===== src/sv/tsc_pkg.sv =====
package tsc_pkg;

   // Sample and result widths
   localparam int SAMPLE_W   = 12;
   localparam int PRES_W     = 13;
   localparam int SIZE_W     = 13;
   localparam int PROD_W     = 2 * SAMPLE_W;
   localparam int DIV_STEPS  = SAMPLE_W;
   localparam int DIV_CNT_W  = $clog2(DIV_STEPS + 1);

   localparam logic [SAMPLE_W-1:0] FULL_SCALE     = 12'd4095;
   localparam logic [PRES_W-1:0]   PRESS_THRESHOLD = 13'd400;

   // Register indexes on the configuration port
   localparam logic [2:0] REG_ROTATION   = 3'd0;
   localparam logic [2:0] REG_CAL_X_MIN  = 3'd1;
   localparam logic [2:0] REG_CAL_X_MAX  = 3'd2;
   localparam logic [2:0] REG_CAL_Y_MIN  = 3'd3;
   localparam logic [2:0] REG_CAL_Y_MAX  = 3'd4;
   localparam logic [2:0] REG_SCREEN_W   = 3'd5;
   localparam logic [2:0] REG_SCREEN_H   = 3'd6;
   localparam logic [2:0] REG_INVERT     = 3'd7;

   // Rotation codes
   localparam logic [1:0] ROT_QUARTER    = 2'd0;
   localparam logic [1:0] ROT_NONE       = 2'd1;
   localparam logic [1:0] ROT_THREE_QTR  = 2'd2;
   localparam logic [1:0] ROT_HALF       = 2'd3;

   typedef enum logic [2:0] {
      ST_IDLE,
      ST_FILTER,
      ST_MUL,
      ST_DIV_START,
      ST_DIV_WAIT,
      ST_DONE
   } state_type;

   typedef struct packed {
      logic busy;
      logic done;
   } div_status_type;

endpackage


===== src/sv/tsc_divider.sv =====
module tsc_divider (
   input  logic                              clock,
   input  logic                              reset,
   input  logic                              start,
   input  logic [tsc_pkg::PROD_W-1:0]        dividend,
   input  logic [tsc_pkg::SAMPLE_W-1:0]      divisor,
   output tsc_pkg::div_status_type           status,
   output logic [tsc_pkg::SAMPLE_W-1:0]      quotient
);
   import tsc_pkg::*;

   // Restoring divider, one quotient bit a cycle. The quotient is known to
   // fit SAMPLE_W bits, so the upper half of the dividend is the first
   // partial remainder.
   logic [SAMPLE_W-1:0]  rem_ff, rem_in;
   logic [SAMPLE_W-1:0]  quo_ff, quo_in;
   logic [DIV_CNT_W-1:0] count_ff, count_in;
   logic                 busy_ff, busy_in;
   logic                 done_ff, done_in;
   logic [SAMPLE_W:0]    shifted;
   logic                 fits;

   // Trial subtract
   always_comb begin
      shifted = {rem_ff, quo_ff[SAMPLE_W-1]};
      fits    = shifted >= {1'b0, divisor};
   end

   // Next values
   always_comb begin
      rem_in   = rem_ff;
      quo_in   = quo_ff;
      count_in = count_ff;
      busy_in  = busy_ff;
      done_in  = 1'b0;
      if (start) begin
         rem_in   = dividend[PROD_W-1:SAMPLE_W];
         quo_in   = dividend[SAMPLE_W-1:0];
         count_in = '0;
         busy_in  = 1'b1;
      end else if (busy_ff) begin
         rem_in   = fits ? SAMPLE_W'(shifted - {1'b0, divisor}) : shifted[SAMPLE_W-1:0];
         quo_in   = {quo_ff[SAMPLE_W-2:0], fits};
         count_in = count_ff + 1'b1;
         if (count_ff == DIV_CNT_W'(DIV_STEPS - 1)) begin
            busy_in = 1'b0;
            done_in = 1'b1;
         end
      end
   end

   // Control registers
   always_ff @(posedge clock) begin
      if (reset) begin
         busy_ff  <= 1'b0;
         done_ff  <= 1'b0;
         count_ff <= '0;
      end else begin
         busy_ff  <= busy_in;
         done_ff  <= done_in;
         count_ff <= count_in;
      end
   end

   // Datapath registers
   always_ff @(posedge clock) begin
      rem_ff <= rem_in;
      quo_ff <= quo_in;
   end

   assign status.busy = busy_ff;
   assign status.done = done_ff;
   assign quotient    = quo_ff;

endmodule


===== src/sv/touch_sample_conditioner.sv =====
// Touch sample conditioner.
// Input stream (req_): one beat carries a full set of converter readings,
// two pressure samples and three samples per axis. Result stream (rsp_):
// one beat per input beat with the pressed flag on tuser and the held
// screen, rotated and pressure values on tdata.
// Configuration is an APB-style port, one register per 32-bit word; write
// it only while no beat is in flight.
// Sequencing: a beat below the pressure threshold goes from the filter
// state straight to the done state. For a pressed beat the two screen
// mappings run one after the other through a single multiplier and a
// shared 12-step restoring divider.
// req_tready is high only while the sequencer is idle, so one beat is
// worked on at a time; a finished result waits in the output register, and
// the next beat may be accepted meanwhile. If the receiver stalls, the
// sequencer holds its result until the output register frees.
// Reset (synchronous) restores the register defaults, clears the held
// coordinates and pressure, and empties the output register.
module touch_sample_conditioner (
   input  logic        clock,
   input  logic        reset,
   // x_sample_* / y_sample_* after the two pressure samples, from bit 0 up:
   // pressure_sample_one, pressure_sample_two, x_sample_0, x_sample_1,
   // x_sample_2, y_sample_0, y_sample_1, y_sample_2 (12 bits each)
   input  logic        req_tvalid,
   output logic        req_tready,
   input  logic [95:0] req_tdata,
   // from bit 0 up: screen_x, screen_y, rotated_x, rotated_y (12 bits each),
   // pressure (13 bits), zero fill
   output logic        rsp_tvalid,
   input  logic        rsp_tready,
   output logic [63:0] rsp_tdata,
   // pressed
   output logic        rsp_tuser,
   input  logic        csr_psel,
   input  logic        csr_penable,
   input  logic        csr_pwrite,
   input  logic [4:0]  csr_paddr,
   input  logic [31:0] csr_pwdata,
   output logic [31:0] csr_prdata,
   output logic        csr_pready
);
   import tsc_pkg::*;

   localparam int NUM_SAMPLES = 8;

   // Mean of the closest pair of three samples; ties take the earlier pair
   function automatic logic [SAMPLE_W-1:0] pair_mean(
      input logic [SAMPLE_W-1:0] a,
      input logic [SAMPLE_W-1:0] b,
      input logic [SAMPLE_W-1:0] c
   );
      logic [SAMPLE_W-1:0] dab, dac, dbc;
      logic [SAMPLE_W:0]   total;
      dab = (a >= b) ? a - b : b - a;
      dac = (a >= c) ? a - c : c - a;
      dbc = (b >= c) ? b - c : c - b;
      if (dab <= dac && dab <= dbc) begin
         total = {1'b0, a} + {1'b0, b};
      end else if (dac <= dbc) begin
         total = {1'b0, a} + {1'b0, c};
      end else begin
         total = {1'b0, b} + {1'b0, c};
      end
      return total[SAMPLE_W:1];
   endfunction

   // Largest screen index for a size register, size taken as 1..4096
   function automatic logic [SAMPLE_W-1:0] last_index(input logic [SIZE_W-1:0] size);
      logic [SIZE_W-1:0] top;
      if (size == '0) begin
         top = '0;
      end else if (size[SIZE_W-1] && size[SIZE_W-2:0] != '0) begin
         top = {1'b0, FULL_SCALE};
      end else begin
         top = size - 1'b1;
      end
      return top[SAMPLE_W-1:0];
   endfunction

   // Configuration registers
   logic [1:0]          rotation_ff;
   logic [SAMPLE_W-1:0] cal_x_min_ff, cal_x_max_ff, cal_y_min_ff, cal_y_max_ff;
   logic [SIZE_W-1:0]   screen_width_ff, screen_height_ff;
   logic [1:0]          invert_axes_ff;
   logic                csr_write;

   // Sequencer and datapath
   state_type           state_ff, state_in;
   logic                axis_ff, axis_in;
   logic [SAMPLE_W-1:0] samples_ff [NUM_SAMPLES];
   logic [PRES_W-1:0]   pres_ff, pres_sum;
   logic                pressed_ff;
   logic [SAMPLE_W-1:0] rot_x_ff, rot_y_ff, rot_x_in, rot_y_in, mean_x, mean_y;
   logic [SAMPLE_W-1:0] scr_x_ff, scr_y_ff;
   logic [PROD_W-1:0]   prod_ff;
   logic [SAMPLE_W-1:0] held_scr_x_ff, held_scr_y_ff, held_rot_x_ff, held_rot_y_ff;
   logic [PRES_W-1:0]   held_pres_ff;
   logic                rsp_valid_ff;
   logic                rsp_user_ff;
   logic [63:0]         rsp_data_ff;

   // Axis mapping operands
   logic [SAMPLE_W-1:0] ax_val, ax_lo, ax_hi, ax_top, ax_clamp, ax_diff, ax_range;
   logic [SAMPLE_W-1:0] ax_mapped;
   logic                ax_bad, ax_inv;
   logic                out_free;

   // Shared divider
   logic                   div_start;
   div_status_type         div_status;
   logic [SAMPLE_W-1:0]    div_quotient;

   tsc_divider u_div (
      .clock    (clock),
      .reset    (reset),
      .start    (div_start),
      .dividend (prod_ff),
      .divisor  (ax_range),
      .status   (div_status),
      .quotient (div_quotient)
   );

   // Configuration writes
   assign csr_write  = csr_psel && csr_penable && csr_pwrite && csr_pready;
   assign csr_pready = 1'b1;

   always_ff @(posedge clock) begin
      if (reset) begin
         rotation_ff      <= ROT_NONE;
         cal_x_min_ff     <= '0;
         cal_x_max_ff     <= FULL_SCALE;
         cal_y_min_ff     <= '0;
         cal_y_max_ff     <= FULL_SCALE;
         screen_width_ff  <= 13'd320;
         screen_height_ff <= 13'd240;
         invert_axes_ff   <= '0;
      end else if (csr_write) begin
         unique case (csr_paddr[4:2])
            REG_ROTATION:  rotation_ff      <= csr_pwdata[1:0];
            REG_CAL_X_MIN: cal_x_min_ff     <= csr_pwdata[SAMPLE_W-1:0];
            REG_CAL_X_MAX: cal_x_max_ff     <= csr_pwdata[SAMPLE_W-1:0];
            REG_CAL_Y_MIN: cal_y_min_ff     <= csr_pwdata[SAMPLE_W-1:0];
            REG_CAL_Y_MAX: cal_y_max_ff     <= csr_pwdata[SAMPLE_W-1:0];
            REG_SCREEN_W:  screen_width_ff  <= csr_pwdata[SIZE_W-1:0];
            REG_SCREEN_H:  screen_height_ff <= csr_pwdata[SIZE_W-1:0];
            REG_INVERT:    invert_axes_ff   <= csr_pwdata[1:0];
            default:       ;
         endcase
      end
   end

   // Register read-back
   always_comb begin
      unique case (csr_paddr[4:2])
         REG_ROTATION:  csr_prdata = {30'd0, rotation_ff};
         REG_CAL_X_MIN: csr_prdata = {20'd0, cal_x_min_ff};
         REG_CAL_X_MAX: csr_prdata = {20'd0, cal_x_max_ff};
         REG_CAL_Y_MIN: csr_prdata = {20'd0, cal_y_min_ff};
         REG_CAL_Y_MAX: csr_prdata = {20'd0, cal_y_max_ff};
         REG_SCREEN_W:  csr_prdata = {19'd0, screen_width_ff};
         REG_SCREEN_H:  csr_prdata = {19'd0, screen_height_ff};
         REG_INVERT:    csr_prdata = {30'd0, invert_axes_ff};
         default:       csr_prdata = '0;
      endcase
   end

   // Pressure, filtering and rotation
   always_comb begin
      pres_sum = {1'b0, samples_ff[0]} + {1'b0, FULL_SCALE} - {1'b0, samples_ff[1]};
      mean_x   = pair_mean(samples_ff[2], samples_ff[3], samples_ff[4]);
      mean_y   = pair_mean(samples_ff[5], samples_ff[6], samples_ff[7]);
      unique case (rotation_ff)
         ROT_QUARTER: begin
            rot_x_in = FULL_SCALE - mean_y;
            rot_y_in = mean_x;
         end
         ROT_NONE: begin
            rot_x_in = mean_x;
            rot_y_in = mean_y;
         end
         ROT_THREE_QTR: begin
            rot_x_in = mean_y;
            rot_y_in = FULL_SCALE - mean_x;
         end
         ROT_HALF: begin
            rot_x_in = FULL_SCALE - mean_x;
            rot_y_in = FULL_SCALE - mean_y;
         end
         default: begin
            rot_x_in = mean_x;
            rot_y_in = mean_y;
         end
      endcase
   end

   // Select the axis in work, clamp into its calibration range and invert the mapped value if asked
   always_comb begin
      ax_val   = axis_ff ? rot_y_ff : rot_x_ff;
      ax_lo    = axis_ff ? cal_y_min_ff : cal_x_min_ff;
      ax_hi    = axis_ff ? cal_y_max_ff : cal_x_max_ff;
      ax_top   = axis_ff ? last_index(screen_height_ff) : last_index(screen_width_ff);
      ax_inv   = axis_ff ? invert_axes_ff[1] : invert_axes_ff[0];
      ax_bad   = ax_hi <= ax_lo;
      ax_range = ax_hi - ax_lo;
      priority if (ax_val < ax_lo) begin
         ax_clamp = ax_lo;
      end else if (ax_val > ax_hi) begin
         ax_clamp = ax_hi;
      end else begin
         ax_clamp = ax_val;
      end
      ax_diff   = ax_clamp - ax_lo;
      ax_mapped = ax_bad ? '0 : div_quotient;
      if (ax_inv) begin
         ax_mapped = ax_top - ax_mapped;
      end
   end

   assign out_free = !rsp_valid_ff || rsp_tready;

   // Next state
   always_comb begin
      state_in = state_ff;
      axis_in  = axis_ff;
      unique case (state_ff)
         ST_IDLE: begin
            if (req_tvalid) begin
               state_in = ST_FILTER;
            end
         end
         ST_FILTER: begin
            axis_in  = 1'b0;
            state_in = (pres_sum >= PRESS_THRESHOLD) ? ST_MUL : ST_DONE;
         end
         ST_MUL:       state_in = ST_DIV_START;
         ST_DIV_START: state_in = ST_DIV_WAIT;
         ST_DIV_WAIT: begin
            if (div_status.done) begin
               axis_in  = 1'b1;
               state_in = axis_ff ? ST_DONE : ST_MUL;
            end
         end
         ST_DONE: begin
            if (out_free) begin
               state_in = ST_IDLE;
            end
         end
         default: state_in = ST_IDLE;
      endcase
   end

   // Sequencer outputs
   always_comb begin
      req_tready = 1'b0;
      div_start  = 1'b0;
      unique case (state_ff)
         ST_IDLE:      req_tready = 1'b1;
         ST_DIV_START: div_start  = 1'b1;
         default:      ;
      endcase
   end

   // Control registers
   always_ff @(posedge clock) begin
      if (reset) begin
         state_ff      <= ST_IDLE;
         axis_ff       <= 1'b0;
         rsp_valid_ff  <= 1'b0;
         held_scr_x_ff <= '0;
         held_scr_y_ff <= '0;
         held_rot_x_ff <= '0;
         held_rot_y_ff <= '0;
         held_pres_ff  <= '0;
      end else begin
         state_ff <= state_in;
         axis_ff  <= axis_in;
         // Load the result and refresh the held values on a press
         if (state_ff == ST_DONE && out_free) begin
            rsp_valid_ff <= 1'b1;
            if (pressed_ff) begin
               held_scr_x_ff <= scr_x_ff;
               held_scr_y_ff <= scr_y_ff;
               held_rot_x_ff <= rot_x_ff;
               held_rot_y_ff <= rot_y_ff;
               held_pres_ff  <= pres_ff;
            end
         end else if (rsp_valid_ff && rsp_tready) begin
            rsp_valid_ff <= 1'b0;
         end
      end
   end

   // Datapath registers
   always_ff @(posedge clock) begin
      if (state_ff == ST_IDLE && req_tvalid) begin
         for (int i = 0; i < NUM_SAMPLES; i++) begin
            samples_ff[i] <= req_tdata[i*SAMPLE_W +: SAMPLE_W];
         end
      end
      if (state_ff == ST_FILTER) begin
         pres_ff    <= pres_sum;
         pressed_ff <= pres_sum >= PRESS_THRESHOLD;
         rot_x_ff   <= rot_x_in;
         rot_y_ff   <= rot_y_in;
      end
      if (state_ff == ST_MUL) begin
         prod_ff <= ax_diff * ax_top;
      end
      if (state_ff == ST_DIV_WAIT && div_status.done) begin
         if (axis_ff) begin
            scr_y_ff <= ax_mapped;
         end else begin
            scr_x_ff <= ax_mapped;
         end
      end
      if (state_ff == ST_DONE && out_free) begin
         rsp_user_ff <= pressed_ff;
         if (pressed_ff) begin
            rsp_data_ff <= {3'd0, pres_ff, rot_y_ff, rot_x_ff, scr_y_ff, scr_x_ff};
         end else begin
            rsp_data_ff <= {3'd0, held_pres_ff, held_rot_y_ff, held_rot_x_ff,
                            held_scr_y_ff, held_scr_x_ff};
         end
      end
   end

   assign rsp_tvalid = rsp_valid_ff;
   assign rsp_tdata  = rsp_data_ff;
   assign rsp_tuser  = rsp_user_ff;

endmodule


===== config.mk =====
export PLATFORM = sky130hd
export DESIGN_NAME = touch_sample_conditioner
export DESIGN_NICKNAME = d
export VERILOG_FILES = /design/src/sv/tsc_pkg.sv /design/src/sv/tsc_divider.sv /design/src/sv/touch_sample_conditioner.sv
export SDC_FILE = /design/constraint.sdc
export NUM_CORES = 2
export LEC_CHECK = 0
export BUFFER_PORTS_ARGS = -buffer_cell sky130_fd_sc_hd__clkbuf_2
export CAP_MARGIN = 20
export CORE_AREA = 5 5 300 302
export CTS_CLUSTER_SIZE = 25
export DETAILED_ROUTE_END_ITERATION = 16
export DIE_AREA = 0 0 305 307
export PLACE_DENSITY = 0.61
export SETUP_SLACK_MARGIN = 0.2
export SKIP_CTS_REPAIR_TIMING = 1
export SLEW_MARGIN = 20
export SYNTH_ARGS = -nofsm -noshare
export SYNTH_HDL_FRONTEND = slang
export SYNTH_SLANG_ARGS = --single-unit

===== constraint.sdc =====
create_clock -name clock -period 16.3 [get_ports clock]
set_input_delay 0.815 -clock clock [delete_from_list [all_inputs] [get_ports clock]]
set_output_delay 0.815 -clock clock [all_outputs]
set_load 0.01 [all_outputs]

==> results.md <==
* Compound-gate portion of the synthesized area at 16.64%
* Final cycle utilization of the critical path at 71.50%
* Critical Path Sink Type: register
* Register area share after synthesis at 31.96%
* Critical path's slowest cell: o41ai_1
* DRC at 0
* Synth Area per Inst at 9.185 um^2
* TritonCTS buffer count at 47
* Port bufs at 195
* R2R setup slack at 4.65 ns
* Register Area at 11050 um^2
* DP HPWL at 73420 um
* Wire per inst at 18.44 um
* Largest cells by area after synthesis: edfxtp_1 23%, ha_1 15%, dfxtp_1 8.7%, fa_1 7.0%, a21oi_1 5.1%
* Core area at 87420 um^2
* Crit path max fanout at 44
* Clock-pin slew on the worst setup and hold paths at 0.07 ns
* Multiplexer share of the synthesized area at 5.982%
* Share of cells above drive strength 1 at 11.55%
* Synth Area in Simple Gates at 12.50%
* Fillers at 8455
* Total number of vias at 26750
* Largest net degree at the start of global routing at 80
* Post-synth cell types at 87
* Final #Nets at 4548
* Post-synth top area share at 23.28%
* Routed WL at 93830 um
* FP Rows at 109
* Setup Skew at 0.04672 ns
* Initial Utilization at 39.55%
* WS Path Type: register to register
* Cell taking the most area after synthesis: edfxtp_1
* Final Worst Setup Slack at 4.646 ns
* Top_reg_cell synth: edfxtp_1
* Max Root-Sink Buffers at 3
* Post-synthesis xor/xnor area fraction at 5.092%
* Slowest cell delay on critical path at 0.74 ns
* Root Buffer: clkbuf_16
* Synth Cell Area at 34570 um^2
* Clk sinks at 418
* Antenna violations before repair at 3
* Final setup viols at 0
* Largest family of logic cells by synthesized area: adder cells
* RSZ-0062 raised after global routing: false
* CP required at 16.66 ns
* Die span in y at 307 um
* Fin Setup TNS at 0 ns
* Synth warnings at 0
* Vias/cell at 5.257
* CP Launch Type: register
* Final GP Congestion at 0.8905
* Worst-margin pin slew at 1.149 ns
* Clk_lat worst skew at 0.62 ns
* Final hold violation count at 0
* Max-cap violations at 0
* Ys async rst share at 0%
* DR pass1 iterations at 5
* H-Tree Depth at 2
* Die width at 305 um
* Post-synthesis register bit count at 418
* Max-slew headroom at 22.86%
* Worst Path Arrival at 12.02 ns
* GR Util All Layers at 19.33%
* Post-Synthesis Cells at 3764
* Vias in the first global route at 26100
* Final ANT Viol Nets at 0
* Post-layout min period at 11.65 ns
* Multi-input logic area at 21520 um^2
* Number of flops mapped to enable cells by yosys at 268
* CTS tree: built
* Setup WS pre-CTS at 4.751 ns
* Drt initial violations at 1802
* CP most frequent cell: a21oi_1
* Fmax at 85.81 MHz
* Die area at 93640 um^2
* First-pass GRT wire length at 145500 um
* Adder-cell share of the synthesized area at 21.61%
* HP Class: input port to register
* Max Transition Viols Final at 0
* Outcome: completed
* Synthesis-to-finish area growth at 10.76%
* Final Util at 43.80%
* GR Overflow Total at 0
* # IOs at 240
-- layout make-up --
type	count	area share, %
antenna	1	0.006535
clock buffer	68	3.686
clock inverter	19	0.6110
inverter	364	3.568
multi-input combinational	2825	56.19
sequential	418	28.86
tap	1165	3.806
timing repair buffer	229	3.274
-- cell usage after synthesis (all sizes together) (18+ instances only) --
cell type	number
nand2	467
ha	402
inv	363
a21oi	359
edfxtp	268
nor2	225
dfxtp	150
o21ai	140
clkbuf	133
xnor2	131
fa	121
a21o	111
mux2	106
mux2i	87
o21bai	72
xor2	70
nor2b	65
buf	45
nor3	44
nand3	39
nand2b	34
nand4	32
a211o	29
a211oi	23
o211ai	18
-- path summary, 6_finish.rpt --
check,start,endpoint,cells past startpoint
min reg2reg,held_pres_ff[9],held_pres_ff[9],2
min,req_tdata[11],samples_ff[0][11],1
max,axis_ff,prod_ff[22],46
max reg2reg,axis_ff,prod_ff[22],46
-- cell usage in the layout (no fill, tap or decap), types with 49 or more instances in the layout --
| master | netlist | routed |
|---|---|---|
| edfxtp_1 | 268 | 268 |
| o21ai_0 | 120 | 120 |
| a21oi_1 | 352 | 352 |
| nor2b_1 | 65 | 65 |
| mux2_2 | 106 | 106 |
| mux2i_1 | 86 | 85 |
| o21bai_1 | 72 | 72 |
| xnor2_1 | 131 | 131 |
| xor2_1 | 70 | 70 |
| ha_1 | 402 | 402 |
| fa_1 | 121 | 121 |
| clkbuf_2 | 0 | 194 |
| nor2_1 | 225 | 220 |
| clkbuf_16 | 0 | 49 |
| inv_1 | 363 | 363 |
| a21o_1 | 111 | 111 |
| dfxtp_1 | 150 | 149 |
| nand2_1 | 467 | 466 |
-- logic make-up after synthesis --
group,after synthesis
AND/OR/NAND/NOR,978
AO/OA/AOI/OAI,905
buffers and inverters,542
adder cells (fa/ha/maj),525
flip-flops,418
XOR/XNOR,201
multiplexers,193
other,2
-- critical path: cells and delay by family (launching register included) --
family                     cells  cell delay [ns]
buffers and inverters          7             1.09
and+or+nand+nor                7             1.10
DFF                            1             0.41
AOI/OAI and AO/OA             19             3.73
xor gates and xnor gates       2             0.55
muxes                          2             0.71
adders and majority gates      9             3.75
-- flip-flops by register name, summed over array words and instances, names as in the netlist, 13 cells and up --
name / flops
prod_ff: 24
screen_width_ff: 13
screen_height_ff: 13
pres_ff: 13
held_pres_ff: 13
samples_ff: 96
rsp_tdata: 61
-- metal layers --
metal | routed length, um | GRT usage, % | vias up
li1 | - | - | 13280
met1 | 40340 | 24.84 | 12620
met2 | 45240 | 33.46 | 684
met3 | 5136 | 3.175 | 168
met4 | 3082 | 6.216 | 4
met5 | 31 | 0 | -
-- stage by stage --
step           hold slack (ns)  instance area (um^2)  instances
3_5_place_dp            0.4441                 36640       5001
3_3_place_gp            0.4389                 36620       5000
6_report                0.3685                 38290       5089
4_1_cts                 0.3255                 38290       5088
2_1_floorplan           0.4244                 34650       3785
5_1_grt                 0.3398                 38290       5089
Power is not shown: default switching activity piles up to over one toggle a cycle in this logic, so the estimate is an artifact.
